===== src/rtl/ffid_pkg.sv =====
package ffid_pkg;

	// Map geometry: the bitmap is stored as rows of 64 used bits
	localparam int NUM_IDS   = 4096;
	localparam int ID_W      = 12;
	localparam int ROW_BITS  = 64;
	localparam int BIT_W     = 6;
	localparam int NUM_ROWS  = (NUM_IDS + ROW_BITS - 1) / ROW_BITS;
	localparam int ROW_W     = (NUM_ROWS > 1) ? $clog2(NUM_ROWS) : 1;
	localparam int TOP_ID    = NUM_IDS - 1;

	// Configuration port
	localparam int CFG_IDX_W = 2;
	localparam int CFG_W     = 12;
	localparam logic [CFG_IDX_W-1:0] REG_MIN_ID = CFG_IDX_W'(0);
	localparam logic [CFG_IDX_W-1:0] REG_MAX_ID = CFG_IDX_W'(1);
	localparam logic [ID_W-1:0] MIN_ID_RST = ID_W'(300);
	localparam logic [ID_W-1:0] MAX_ID_RST = ID_W'(4095);

	// Request kinds
	localparam logic OP_ALLOC   = 1'b0;
	localparam logic OP_RELEASE = 1'b1;

	typedef struct packed {
		logic            op;
		logic [ID_W-1:0] release_id;
	} req_t;

	typedef struct packed {
		logic            granted;
		logic [ID_W-1:0] given_id;
	} rsp_t;

endpackage


===== src/rtl/first_free_id_bitmap_allocator_top.sv =====
// Allocate: accept, READ, then CHECK once per 64-id row scanned (1 to 64 rows), then DONE;
// the scan reads one bitmap row per cycle from a memory with separate read and write addresses.
// Empty range: accept goes straight to DONE, which loads the result register. A stalled result holds.
// Release: read-modify-write of one row (READ, then REL_WRITE), no result; an out-of-range release is ignored.
// One transaction is processed at a time; the next is accepted once the sequencer is idle.
// Reset clears state, result register and per-row valid bits at once; no clearing pass.
module first_free_id_bitmap_allocator_top
	import ffid_pkg::*;
(
	input  logic                 clk,
	input  logic                 arst_n,
	input  logic                 req_valid,
	output logic                 req_stall,
	input  req_t                 req,
	output logic                 rsp_valid,
	input  logic                 rsp_stall,
	output rsp_t                 rsp,
	input  logic                 cfg_we,
	input  logic [CFG_IDX_W-1:0] cfg_index,
	input  logic [CFG_W-1:0]     cfg_data
);

	typedef enum logic [2:0] {
		S_IDLE,
		S_READ,
		S_CHECK,
		S_REL_WRITE,
		S_DONE
	} state_t;

	state_t                state_q;
	logic [ID_W-1:0]       min_id_q;
	logic [ID_W-1:0]       max_id_q;
	logic [ROW_W-1:0]      row_q;
	logic                  op_q;
	logic [BIT_W-1:0]      rel_bit_q;
	logic                  granted_q;
	logic [ID_W-1:0]       found_id_q;
	logic                  rsp_valid_q;
	rsp_t                  rsp_q;
	logic [NUM_ROWS-1:0]   row_valid_q;

	logic [ROW_BITS-1:0]   mem [NUM_ROWS];
	logic [ROW_BITS-1:0]   rd_data_q;
	logic [ROW_W-1:0]      rd_addr;
	logic                  mem_we;
	logic [ROW_BITS-1:0]   wr_data;

	logic [ID_W-1:0]       top_id;
	logic [ROW_W-1:0]      min_row;
	logic [ROW_W-1:0]      top_row;
	logic                  range_empty;
	logic [ROW_BITS-1:0]   cur_row;
	logic [ROW_BITS-1:0]   cand;
	logic                  hit;
	logic [BIT_W-1:0]      hit_bit;
	logic                  rel_ok;
	logic                  req_acc;
	logic                  rsp_free;

	// Clamp the search to the ids that exist
	always_comb begin
		if (32'(max_id_q) > TOP_ID) begin
			top_id = ID_W'(TOP_ID);
		end else begin
			top_id = max_id_q;
		end
		min_row     = ROW_W'(min_id_q >> BIT_W);
		top_row     = ROW_W'(top_id >> BIT_W);
		range_empty = (min_id_q > top_id);
		rel_ok      = (req.release_id >= min_id_q) && (req.release_id <= max_id_q) &&
		              (32'(req.release_id) <= TOP_ID);
	end

	// Current row as stored; a never-written row reads as all free
	assign cur_row = row_valid_q[row_q] ? rd_data_q : '0;

	// Free ids of the current row that lie inside the search range
	always_comb begin
		for (int b = 0; b < ROW_BITS; b++) begin
			cand[b] = !cur_row[b];
			if ((row_q == min_row) && (BIT_W'(b) < min_id_q[BIT_W-1:0])) begin
				cand[b] = 1'b0;
			end
			if ((row_q == top_row) && (BIT_W'(b) > top_id[BIT_W-1:0])) begin
				cand[b] = 1'b0;
			end
		end
	end

	// Lowest candidate bit
	always_comb begin
		hit     = |cand;
		hit_bit = '0;
		for (int b = ROW_BITS - 1; b >= 0; b--) begin
			if (cand[b]) begin
				hit_bit = BIT_W'(b);
			end
		end
	end

	// Memory address and write data
	always_comb begin
		rd_addr = row_q;
		mem_we  = 1'b0;
		wr_data = cur_row;
		case (state_q)
			S_CHECK: begin
				rd_addr = row_q + ROW_W'(1);
				if (hit) begin
					mem_we           = 1'b1;
					wr_data[hit_bit] = 1'b1;
				end
			end
			S_REL_WRITE: begin
				mem_we             = 1'b1;
				wr_data[rel_bit_q] = 1'b0;
			end
			default: begin
				rd_addr = row_q;
			end
		endcase
	end

	// Bitmap storage
	always_ff @(posedge clk) begin
		if (mem_we) begin
			mem[row_q] <= wr_data;
		end
		rd_data_q <= mem[rd_addr];
	end

	assign req_stall = (state_q != S_IDLE);
	assign req_acc   = req_valid && !req_stall;
	assign rsp_free  = !rsp_valid_q || !rsp_stall;
	assign rsp_valid = rsp_valid_q;
	assign rsp       = rsp_q;

	// Sequencer, configuration registers and result register
	always_ff @(posedge clk or negedge arst_n) begin
		if (!arst_n) begin
			state_q     <= S_IDLE;
			min_id_q    <= MIN_ID_RST;
			max_id_q    <= MAX_ID_RST;
			row_valid_q <= '0;
			rsp_valid_q <= 1'b0;
			row_q       <= '0;
			op_q        <= OP_ALLOC;
			rel_bit_q   <= '0;
			granted_q   <= 1'b0;
			found_id_q  <= '0;
			rsp_q       <= '0;
		end else begin
			// Configuration writes; unknown indexes are dropped
			if (cfg_we) begin
				case (cfg_index)
					REG_MIN_ID: min_id_q <= cfg_data[ID_W-1:0];
					REG_MAX_ID: max_id_q <= cfg_data[ID_W-1:0];
					default: ;
				endcase
			end

			// Drop the result once it is taken, unless a new one loads
			if (rsp_valid_q && !rsp_stall && (state_q != S_DONE)) begin
				rsp_valid_q <= 1'b0;
			end

			if (mem_we) begin
				row_valid_q[row_q] <= 1'b1;
			end

			case (state_q)
				S_IDLE: begin
					if (req_acc) begin
						op_q <= req.op;
						if (req.op == OP_RELEASE) begin
							row_q     <= ROW_W'(req.release_id >> BIT_W);
							rel_bit_q <= req.release_id[BIT_W-1:0];
							if (rel_ok) begin
								state_q <= S_READ;
							end
						end else if (range_empty) begin
							granted_q  <= 1'b0;
							found_id_q <= '0;
							state_q    <= S_DONE;
						end else begin
							row_q   <= min_row;
							state_q <= S_READ;
						end
					end
				end
				S_READ: begin
					if (op_q == OP_RELEASE) begin
						state_q <= S_REL_WRITE;
					end else begin
						state_q <= S_CHECK;
					end
				end
				S_CHECK: begin
					// Grant on a hit, give up at the last row, else advance
					if (hit) begin
						granted_q  <= 1'b1;
						found_id_q <= ID_W'({row_q, hit_bit});
						state_q    <= S_DONE;
					end else if (row_q == top_row) begin
						granted_q  <= 1'b0;
						found_id_q <= '0;
						state_q    <= S_DONE;
					end else begin
						row_q <= row_q + ROW_W'(1);
					end
				end
				S_REL_WRITE: begin
					state_q <= S_IDLE;
				end
				S_DONE: begin
					// Hold until the result register is free
					if (rsp_free) begin
						rsp_q.granted  <= granted_q;
						rsp_q.given_id <= found_id_q;
						rsp_valid_q    <= 1'b1;
						state_q        <= S_IDLE;
					end
				end
				default: begin
					state_q <= S_IDLE;
				end
			endcase
		end
	end

endmodule


===== config.mk =====
export PLATFORM = sky130hd
export DESIGN_NAME = first_free_id_bitmap_allocator_top
export DESIGN_NICKNAME = d
export VERILOG_FILES = /design/src/rtl/ffid_pkg.sv /design/src/rtl/first_free_id_bitmap_allocator_top.sv
export SDC_FILE = /design/constraint.sdc
export NUM_CORES = 2
export LEC_CHECK = 0
export BUFFER_PORTS_ARGS = -buffer_cell sky130_fd_sc_hd__buf_2
export CORE_AREA = 2 2 754 756
export DETAILED_ROUTE_END_ITERATION = 10
export DIE_AREA = 0 0 756 758
export PLACE_DENSITY_LB_ADDON = 0.3
export SYNTH_ARGS = -nofsm -noshare
export SYNTH_HDL_FRONTEND = slang
export SYNTH_SLANG_ARGS = --single-unit

===== constraint.sdc =====
create_clock -name clk -period 6.3 [get_ports clk]
set_input_delay 0.945 -clock clk [delete_from_list [all_inputs] [get_ports clk]]
set_output_delay 0.945 -clock clk [all_outputs]
set_load 0.05 [all_outputs]

* Word level (Yosys, flattened, before mapping) *
Memory sizes are Yosys's and may differ from the RTL's. A register that Yosys moved wholly into a read port is not among the register bits.
Index checks and enable logic that the tools add are counted.
Widths: inputs -> output; s select.

storage, ports and cells
  register bits = 131
  memory bits (writable) = 4,096
  input port bits = 32
  output and inout bits = 15
  logic and storage cells = 626
  memories kept = 1

cells by class
  add/subtract/negate cells = 1
  order comparisons = 137
  equality and inequality tests = 17
  multiplexer cells = 238
  bitwise gates (word level) = 4
  reductions and logical operators = 216

memory list
  name  depth  bits a word  rd ports  clocked after memory_dff  wr ports  RTL line                                  text
  mem   64     64           1         1                         1         first_free_id_bitmap_allocator_top.sv:43  logic [ROW_BITS-1:0] mem [NUM_ROWS];

operators by type and width
  operator            count
  $mux 6              70
  $gt 6x6->1 const A  32
  $lt 6x6->1 const A  32
  $mux 1              144
  $logic_and 1x1->1   135
  $mux 64             2
  $or 64x64->64       2
  $pmux 64 s2         1
  $gt 5x6->1 const A  16
  $lt 5x6->1 const A  16
  $logic_not 1->1     67
  $and 64x64->64      1
  $not 64->64         1
  $reduce_or 64->1    1
  $mux 12             5
  $gt 4x6->1 const A  8
  $lt 4x6->1 const A  8
  $gt 3x6->1 const A  4
  $lt 3x6->1 const A  4
  $pmux 12 s2         1
  $lt 6x7->1 const B  3
  $mux 3              7
  $demux 1 s6         3
  $ge 6x1->1 const B  3
  28 further kinds    47

* Logic depth before layout (Yosys ltp) *
  depth in word-level cells = 77
  mapped depth = 19

* Worst setup path before layout *
No wires, ideal clock.

  path type = register -> register
  start point = register row_q[0]
  end point = memory mem[0][13] (data pin)
  setup time = 0.729 ns
  arrival time = 5.647 ns
  required time = 5.571 ns
  path slack = -0.075 ns
  stages on the path, launching flop included = 16
  cells stage by stage = dfrtp_1 -> buf_6 -> xnor2_2 -> and4_1 -> buf_6 -> nand2_4 -> buf_6 -> buf_6 -> a21oi_1 -> nand3_1 -> a211oi_1 -> o21ai_0 -> a211oi_2 -> a21o_1 -> nand2_1 -> o32ai_1

on the way
  cells in the longest elaborated chain, start to end = 77
  elaborated cells between the ends (all ways) = 399

ends and longest elaborated chain
  element                                                                RTL line                                   text
  start, declared                                                        first_free_id_bitmap_allocator_top.sv:34   logic [ROW_W-1:0] row_q;
  start signal, assigned                                                 first_free_id_bitmap_allocator_top.sv:177  row_q <= ROW_W'(req.release_id >> BIT_W);
  start signal, assigned                                                 first_free_id_bitmap_allocator_top.sv:187  row_q <= min_row;
  start signal, assigned                                                 first_free_id_bitmap_allocator_top.sv:210  row_q <= row_q + ROW_W'(1);
  $bmux 1 s6                                                             first_free_id_bitmap_allocator_top.sv:76   assign cur_row = row_valid_q[row_q] ? rd_data_q : '0;
  $mux 1 (not written as such)                                           first_free_id_bitmap_allocator_top.sv:76
  $mux 64                                                                first_free_id_bitmap_allocator_top.sv:76
  $logic_not 1->1                                                        first_free_id_bitmap_allocator_top.sv:81   cand[b] = !cur_row[b];
  $mux 1                                                                 first_free_id_bitmap_allocator_top.sv:82   if ((row_q == min_row) && (BIT_W'(b) < min_id_q[BIT_W-1:0])) begin
  $mux 1                                                                 first_free_id_bitmap_allocator_top.sv:85   if ((row_q == top_row) && (BIT_W'(b) > top_id[BIT_W-1:0])) begin
  $mux 6 (64 in series)                                                  first_free_id_bitmap_allocator_top.sv:96   if (cand[b]) begin
  $lt 6x7->1 (not written as such) / $ge 6x1->1 (equally long branches)  first_free_id_bitmap_allocator_top.sv:112  wr_data[hit_bit] = 1'b1;
  $logic_and 1x1->1 (not written as such)                                first_free_id_bitmap_allocator_top.sv:112
  $mux 1 (not written as such)                                           first_free_id_bitmap_allocator_top.sv:112
  $demux 1 s6                                                            first_free_id_bitmap_allocator_top.sv:112
  $or 64x64->64 (no line)                                                n/a
  $mux 64                                                                first_free_id_bitmap_allocator_top.sv:110  if (hit) begin
  $pmux 64 s2 *                                                          first_free_id_bitmap_allocator_top.sv:107  case (state_q)
  net wr_data[13]                                                        first_free_id_bitmap_allocator_top.sv:47   logic [ROW_BITS-1:0] wr_data;
  end, declared                                                          first_free_id_bitmap_allocator_top.sv:43

The timed path passes the listed nets; every way through them passes the cells marked *. The select of a mux whose other input is x is not followed.

* Worst setup path in the final report *
  start point = register row_q[2]
  end point = memory mem[47][35] (data pin)

The elaborated chain is that of the path after synthesis.

==> flow_metrics.py <==
metrics = {
    "worst_setup_path": {
        "crit_type": "reg2reg",
        "cp-end-kind": "flop",
        "worstSetupStartpointType": "flop",
        "cp_top_family": "compound AO/OA/AOI/OAI gates",
        "cpPeakStageDelay_ns": 0.93,
        "crit_path_top_delay_cell": "o311ai_0",
        "cpMostUsedCell": "buf_12",
        "path_cells": "and2b_1 -> a22oi_1 -> nand3_1 -> and4_4 -> nand2_4 -> buf_12 -> a21o_1 -> o311ai_0 -> a211oi_2 -> a2111oi_4 -> o21a_2 -> buf_12 -> a32o_1 -> buf_4",
        "crit_fanout": 72,
        "crit_required_ns": 6.99,
        "cp_num_buf_inv": 3,
        "arrival_ns": 6.39,
    },
    "pwr": {
        "sw_frac_of_total_pct": 35.8,
        "ir_drop_uv": 651,
        "leakage_uw": 0.0614,
        "p_sw_uw": 40600,
        "p_int_uw": 72800,
        "clkPwrFrac_pct": 22.5,
        "combPwrFrac_pct": 41.4,
        "p_per_area_nw_per_um2": 577,
        "seq_power_share_pct": 36.1,
    },
    "yosys": {
        "synth_compound_gate_area_share_pct": 2.73,
        "async_flop_share_pct": 3.05,
        "yosys_register_bits": 4291,
        "synthDistinctLibCells": 121,
        "synthMuxAreaShare_pct": 18.4,
        "synth_xor_xnor_area_share_pct": 0.110,
        "yosys_warnings": 0,
        "netlist_top_cells_area": "edfxtp_1, mux4_2, dfrtp_1",
        "avgSynthCellArea_um2": 22.8,
        "syn_nets": 7470,
        "synth-simple-area-share_pct": 1.75,
        "synth_top_area_cell": "edfxtp_1",
        "yosysSeqAreaShare_pct": 75.6,
        "synth_ff_type": "edfxtp_1",
        "netlist_top_cells_count": "edfxtp_1, mux4_2, clkbuf_1",
        "netlist_area_um2": 169000,
        "synth_edf_count": 4096,
        "synth_top_family_by_area": "multiplexers",
        "synthAdderAreaFrac_pct": 0.280,
        "yosysMostFrequentCell": "edfxtp_1",
        "syn_inst": 7401,
        "synth_top_cell_area_share_pct": 72.9,
    },
    "layout": {
        "fin_nets": 7916,
        "area_growth_pct": 16.4,
        "drive_gt1_share_pct": 32.2,
        "stdcell_count": 15700,
    },
    "placed_design": {
        "place_ws_ns": 0.735,
        "hpwl_mm": 302,
        "routabilityCongestion": 0.927,
        "portBuffers": 46,
        "dp_cells": 14900,
    },
    "global_route": {
        "overflow": 0,
        "track_usage_pct": 17.8,
        "grt_pass1_wl_mm": 717,
        "first_global_vias": 85900,
        "grt_max_degree": 99,
        "antenna_found_initial": 36,
    },
    "clock_tree": {
        "insertion_delay_ns": 1.02,
        "cts_tree": "built",
        "cts_max_level": 5,
        "clk_pin_slew_ns": 0.06,
        "cts_root_buf": "clkbuf_16",
        "numCtsBuffers": 438,
        "clk_path_buf_depth": 4,
        "cts.sinks": 4291,
    },
    "sta": {
        "finalSetupTns_ns": 0,
        "setup_viol": 0,
        "slew_headroom_pct": 2.75,
        "drv_slew": 0,
        "clock.fmax_mhz": 176,
        "rsz0062_at_grt": "false",
        "period_share_pct": 90.4,
        "finClkSkew_ns": 0.0792,
        "min_period_ns": 5.70,
        "final_hold_viol_count": 0,
        "tightest_slew_ns": 1.45,
        "setup_slack_ns": 0.604,
    },
    "routing": {
        "dr_total_vias": 84300,
        "firstDrtPassIters": 7,
        "drt_wl_total_mm": 520,
        "wl_per_cell_um": 33.1,
        "vias_per_cell": 5.35,
        "drt_drc_violations_left": 0,
        "drt_iter0_markers": 11600,
        "ant_nets": 0,
    },
    "floorplanning": {
        "fp-row-count": 276,
        "die_w_um": 756,
        "fp.dieArea_um2": 573000,
        "start_util_pct": 29.9,
        "core-area_um2": 564000,
        "die_y_um": 758,
        "io_pins": 47,
    },
    "run_status": {
        "status": "complete, no violations",
    },
    "min_path": {
        "hold_path_class": "in2reg",
    },
    "flow_run": {
        "cap_violations": 0,
    },
}
-- worst reg2reg max path, stage by stage (launching register included) --
cell	delay, ns
dfrtp_1	0.62
and2b_1	0.68
a22oi_1	0.24
nand3_1	0.20
and4_4	0.32
nand2_4	0.13
buf_12	0.24
a21o_1	0.28
o311ai_0	0.93
a211oi_2	0.10
a2111oi_4	0.41
o21a_2	0.24
buf_12	0.18
a32o_1	0.19
buf_4	0.55
-- registers in the layout, indices dropped and copies added (netlist names), 3 cells and up --
| name | flops |
|---|---|
| mem | 4096 |
| rd_data_q | 64 |
| row_valid_q | 64 |
| rsp | 13 |
| found_id_q | 12 |
| max_id_q | 12 |
| min_id_q | 12 |
| rel_bit_q | 6 |
| row_q | 6 |
| state_q | 3 |
-- logic make-up after synthesis --
group	after synthesis
AOI/OAI and AO/OA	621
xor gates and xnor gates	17
adders and majority gates	38
buffers and inverters	451
DFF	4291
muxes	1413
and+or+nand+nor	570
-- per-stage QoR --
step           total power (uW)  util, %  area, um^2  hold slack (ns)
2_1_floorplan             68300        -      169000            0.435
3_3_place_gp              88400     32.3      182000            0.457
3_5_place_dp              89000     32.3      182000            0.460
4_1_cts                  115000     34.8      196000           0.0912
5_1_grt                  117000     34.8      196000            0.152
6_report                 113000     34.8      196000            0.184
-- power by group through the flow --
stage	clock (uW)	combinational [uW]	sequential, uW
after CTS	26000	47700	40800
after global routing	27100	49000	40900
after floorplan	0	27300	41100
after global placement	0	47000	41400
final	25600	46900	40900
after detailed placement	0	47600	41400
-- final timing paths --
| path | start | end | slack (ns) | cells past startpoint |
|---|---|---|---|---|
| setup / recovery | row_q[2]$_DFFE_PN0P_ | mem[47][35]$_DFFE_PP_ | 0.60 | 14 |
| hold / removal | cfg_data[0] | min_id_q[0]$_DFFE_PN0P_ | 0.18 | 3 |
| setup reg to reg | row_q[2]$_DFFE_PN0P_ | mem[47][35]$_DFFE_PP_ | 0.60 | 14 |
| hold reg to reg | found_id_q[4]$_DFFE_PN0P_ | found_id_q[4]$_DFFE_PN0P_ | 0.47 | 2 |
| max in group asynchronous | arst_n | row_q[0]$_DFFE_PN0P_ | 4.27 | 3 |
| min in group asynchronous | arst_n | rsp[3]$_DFFE_PN0P_ | 0.59 | 2 |
-- final cells by class --
class,instances,area [um^2]
Clock buffer,554,11600
Multi-Input combinational cell,2659,40000
Sequential cell,4291,128000
Fill cell,51800,368000
Clock inverter,253,2420
Tap cell,7506,9390
Antenna cell,15,37.5
Inverter,41,154
Timing Repair Buffer,416,5200
-- cell usage in the layout (no fill, tap or decap), drive strengths merged, types with 53 or more instances in the layout --
| cell | instances |
|---|---|
| o21ai | 99 |
| mux4 | 1344 |
| o21bai | 65 |
| dfrtp | 115 |
| o22ai | 53 |
| nand2 | 166 |
| dfxtp | 64 |
| edfxtp | 4096 |
| nor2 | 160 |
| a21oi | 102 |
| clkbuf | 554 |
| nand3 | 60 |
| clkinv | 193 |
| buf | 415 |
-- timing repair --
action	in CTS	in global routing
hold buffers	1	0
setup buffers	0	0
endpoints found under the hold margin	18	0
gates resized for setup	0	0
-- layer usage --
layer | vias to the layer above | track usage [%] | wire length, um | share of wire [%]
li1 | 32900 | - | - | -
met1 | 47000 | 24.1 | 211000 | 41
met2 | 3678 | 30.0 | 257000 | 49
met3 | 678 | 2.45 | 36000 | 6.9
met4 | 4 | 4.95 | 15400 | 3.0
met5 | - | 0 | 34 | 0.0065
Note: power is estimated with default switching activity, not from simulation.
